$ cat config.mk
export PLATFORM = sky130hd
export DESIGN_NAME = brs_locate
export DESIGN_NICKNAME = d
export VERILOG_FILES = /design/src/hdl/assert_macros.svh /design/src/hdl/brs_locate.sv
export SDC_FILE = /design/constraint.sdc
export NUM_CORES = 2
export LEC_CHECK = 0
export BUFFER_PORTS_ARGS = -buffer_cell sky130_fd_sc_hd__buf_2
export CAP_MARGIN = 20
export CORE_ASPECT_RATIO = 0.5
export CORE_UTILIZATION = 60
export CTS_CLUSTER_DIAMETER = 50
export CTS_CLUSTER_SIZE = 14
export DETAILED_ROUTE_END_ITERATION = 16
export PLACE_DENSITY_LB_ADDON = 0.25
export SYNTH_ARGS = -nofsm -noshare
export SYNTH_HDL_FRONTEND = slang
export SYNTH_SLANG_ARGS = --single-unit
$ cat constraint.sdc
create_clock -name i_clk -period 12.2 [get_ports i_clk]
set_input_delay 1.83 -clock i_clk [delete_from_list [all_inputs] [get_ports i_clk]]
set_output_delay 1.83 -clock i_clk [all_outputs]
set_load 0.02 [all_outputs]
$ cat src/hdl/assert_macros.svh
// Assertion helpers, empty under synthesis.
`ifndef ASSERT_MACROS_SVH
`define ASSERT_MACROS_SVH
`ifndef SYNTHESIS
`define ASSERT_CLK(label, clk, rst_n, prop, msg) \
    label: assert property (@(posedge clk) disable iff (!rst_n) (prop)) else $error(msg);
`define ASSERT_NEXT(label, clk, rst_n, pre, post, msg) \
    label: assert property (@(posedge clk) disable iff (!rst_n) (pre) |=> (post)) else $error(msg);
`else
`define ASSERT_CLK(label, clk, rst_n, prop, msg)
`define ASSERT_NEXT(label, clk, rst_n, pre, post, msg)
`endif
`endif

$ cat src/hdl/brs_locate.sv
`timescale 1ns / 1ps
// Coordinate to texel index and fraction, three register stages.
// Stage A: d = coord - origin. Stage B/C: 33x32 product split in two halves.
module brs_locate (
    input  logic                i_clk,
    input  logic                i_en,
    input  logic signed [31:0]  i_coord,
    input  logic signed [31:0]  i_org,
    input  logic [31:0]         i_tpu,
    output logic signed [48:0]  o_idx,
    output logic [15:0]         o_frac
);
    logic signed [32:0] r_d;
    logic [31:0]        r_tpu_a;
    logic               r_neg_b;
    logic [63:0]        r_lo_b;
    logic [63:0]        r_hi_b;
    logic signed [65:0] r_t_c;

    logic [32:0] mag;
    logic [63:0] prod;
    logic [63:0] q;
    logic signed [65:0] n_t;

    assign mag = r_d[32] ? 33'(-r_d) : 33'(r_d);

    always_comb begin
        prod = r_lo_b + r_hi_b;
        q    = {16'd0, prod[63:16]};
        if (r_neg_b) begin
            n_t = -$signed({2'b00, q + 64'(prod[15:0] != 16'd0)});
        end else begin
            n_t = $signed({2'b00, q});
        end
        n_t = n_t - 66'sd32768;
    end

    always_ff @(posedge i_clk) begin
        if (i_en) begin
            r_d     <= 33'(i_coord) - 33'(i_org);
            r_tpu_a <= i_tpu;
            r_neg_b <= r_d[32];
            r_lo_b  <= 64'(mag[15:0] * r_tpu_a);
            r_hi_b  <= 64'(mag[32:16] * r_tpu_a) << 16;
            r_t_c   <= n_t;
        end
    end

    assign o_idx  = r_t_c[64:16];
    assign o_frac = r_t_c[15:0];
endmodule

==> flow_metrics.env <==
export IMPL_final_nets=6795
export IMPL_synth_async_reset_ratio_pct=0
export IMPL_clk_pin_slew_ps=60
export IMPL_cts_buffers=26
export IMPL_post_cts_buffers=0
export IMPL_status="complete, no violations"
export IMPL_fin_crit_ps=10640
export IMPL_ctsRootBufferMaster="clkbuf_16"
export IMPL_drt_iter0_drc=2865
export IMPL_coreArea_sq_um=79920
export IMPL_track_usage_pct=32.88
export IMPL_crit_type="flip-flop to flip-flop"
export IMPL_avgSynthCellArea_sq_um=8.909
export IMPL_syn_num_nets=6788
export IMPL_antenna_left=0
export IMPL_crit_path_start_kind="flip-flop"
export IMPL_synth_edf_count=227
export IMPL_fin_skew_ps=66.03
export IMPL_ctsHoldBuffers=0
export IMPL_hold_violations=0
export IMPL_dieArea_sq_um=82390
export IMPL_gr_total_overflow=0
export IMPL_syn_area_sq_um=48710
export IMPL_synth_area_top_cells="fa_1 36%, edfxtp_1 14%, ha_1 9.1%"
export IMPL_finalCoreUtilization_pct=64.60
export IMPL_dp_hpwl_microns=101000
export IMPL_setup_viol=0
export IMPL_design_area_sq_um=51630
export IMPL_cts_resized=0
export IMPL_crit_family="adder cells"
export IMPL_port_buffers=162
export IMPL_clock_sinks=227
export IMPL_io_pins=163
export IMPL_clkLatencyLatePin_ps=630
export IMPL_fin_crit_sh_pct=87.21
export IMPL_critPathMaxStageDelay_ps=660
export IMPL_grt_max_degree=94
export IMPL_drive_gt1_share_pct=6.740
export IMPL_synth_common_cells="1172 x inv_1, 872 x nand2_1, 868 x fa_1"
export IMPL_rsz0062_at_grt="no"
export IMPL_place_congestion=0.9457
export IMPL_required_ps=12530
export IMPL_crit_buf_inv=5
export IMPL_synth_seq_cells=227
export IMPL_multi_input_area_sq_um=36810
export IMPL_antenna_found_initial=15
export IMPL_wl_microns=132200
export IMPL_critPathCaptureType="flip-flop"
export IMPL_synth_top_area_share_pct=35.68
export IMPL_drv_cap=0
export IMPL_min_path_type="flip-flop to flip-flop"
export IMPL_cpMaxStageDelayCell="o41ai_1"
export IMPL_drv_slew=0
export IMPL_cts_tree="built"
export IMPL_vias=37470
export IMPL_tightest_slew_ps=1136
export IMPL_maxSlewHeadroom_pct=23.70
export IMPL_grt_pass1_vias=39020
export IMPL_synthCells=5467
export IMPL_ff_latch_area_sq_um=6817
export IMPL_die_x_microns=404.9
export IMPL_cts_htree_levels=1
export IMPL_yosysTopAreaCell="fa_1"
export IMPL_viasPerCell=5.689
export IMPL_setup_tns_ps=0
export IMPL_arrival_ps=10970
export IMPL_die_height_microns=203.5
export IMPL_yosys_most_used_dff="edfxtp_1"
export IMPL_synthDistinctLibCells=102
export IMPL_synth_most_common_cell="inv_1"
export IMPL_drtPass1Iterations=5
export IMPL_fillers=6581
export IMPL_postPlaceCellArea_sq_um=50740
export IMPL_initial_core_util_pct=60.94
export IMPL_synth_seq_area_share_pct=14.00
export IMPL_grt_pass1_wl_microns=209100
export IMPL_yosysWarnings=0
export IMPL_crit_fanout=18
export IMPL_cts_buffer_depth=3
export IMPL_crit_path_frequent_cell="fa_1"
export IMPL_placementRows=73
export IMPL_clock_fmax_mhz=93.99
export IMPL_synthToLayoutAreaGrowth_pct=5.993
export IMPL_drc=0
export IMPL_wl_per_cell_microns=20.07
path summary, 6_finish.rpt:
path	endpoint	from	cells after the start	slack [ps]
max	r_hi_b[56]$_DFFE_PP_	r_d[7]$_DFFE_PP_	34	1560
min	r_t_c[0]$_DFFE_PP_	r_hi_b[16]$_DFFE_PP_	3	800
max reg2reg	r_hi_b[56]$_DFFE_PP_	r_d[7]$_DFFE_PP_	34	1560
min reg2reg	r_t_c[0]$_DFFE_PP_	r_hi_b[16]$_DFFE_PP_	3	800
tightest hold or removal path, cell delays in order, from the launching register on:
cell,delay [ps]
edfxtp_1,330
ha_1,120
inv_1,40
o21ai_0,200
flip-flops by register name, indices dropped and copies added, names as in the netlist:
| signal | count |
|---|---|
| r_tpu_a | 32 |
| r_hi_b | 48 |
| r_lo_b | 48 |
| r_d | 33 |
| r_t_c | 65 |
| r_neg_b | 1 |
final cells by class:
type                    instances  area share (%)
flip-flops and latches        227           13.20
clock inverters                16          0.3829
diodes                          9         0.04362
multi-input cells            3812           71.29
clock buffers                  28           1.275
repair buffers                233           2.622
inverters                    1174           8.543
well taps                    1087           2.634
stage by stage:
stage	setup WS, ps	hold WS [ps]	cells
floorplan	2989	527.2	5467
global placement	1702	809.5	6532
detailed placement	1634	803.0	6532
CTS	1551	825.1	6576
global route	1108	861.9	6577
finish	1561	804.2	6586
layer usage:
layer	track usage (%)	vias up	share of wire (%)
li1	-	16910	-
met2	51.92	1701	44
met3	12.56	292	13
met1	42.68	18560	40
met5	0	-	0.031
met4	8.306	6	2.5
cell families (layout without fill, tap and decap cells):
logic type	count (synthesis)	count (layout)	share of synthesized area, %
flops	227	227	14.00
buf+inv	1428	1451	11.09
other cells	0	9	0
fa+ha+maj	1223	1223	44.80
xor+xnor	246	246	4.439
mux	15	15	0.3211
simple gates	1668	1668	16.57
compound gates	660	660	8.788
cell usage in the layout, fill, tap and decap left out, types with 35 or more instances in the layout:
cell type and count:
nand3_1 56, ha_1 355, nor2_1 131, nand4_1 40, xnor2_1 124, inv_1 1172
a21oi_1 202, a21o_1 86, o21a_1 35, xor2_1 91, nand2b_1 36, and2_1 358
fa_1 868, buf_2 161, buf_4 71, o21ai_0 123, edfxtp_1 227, nand2_1 872
Power is left out: the tool's default activity adds up to more than one toggle a clock period on the data nets, which glitch-free logic cannot reach.
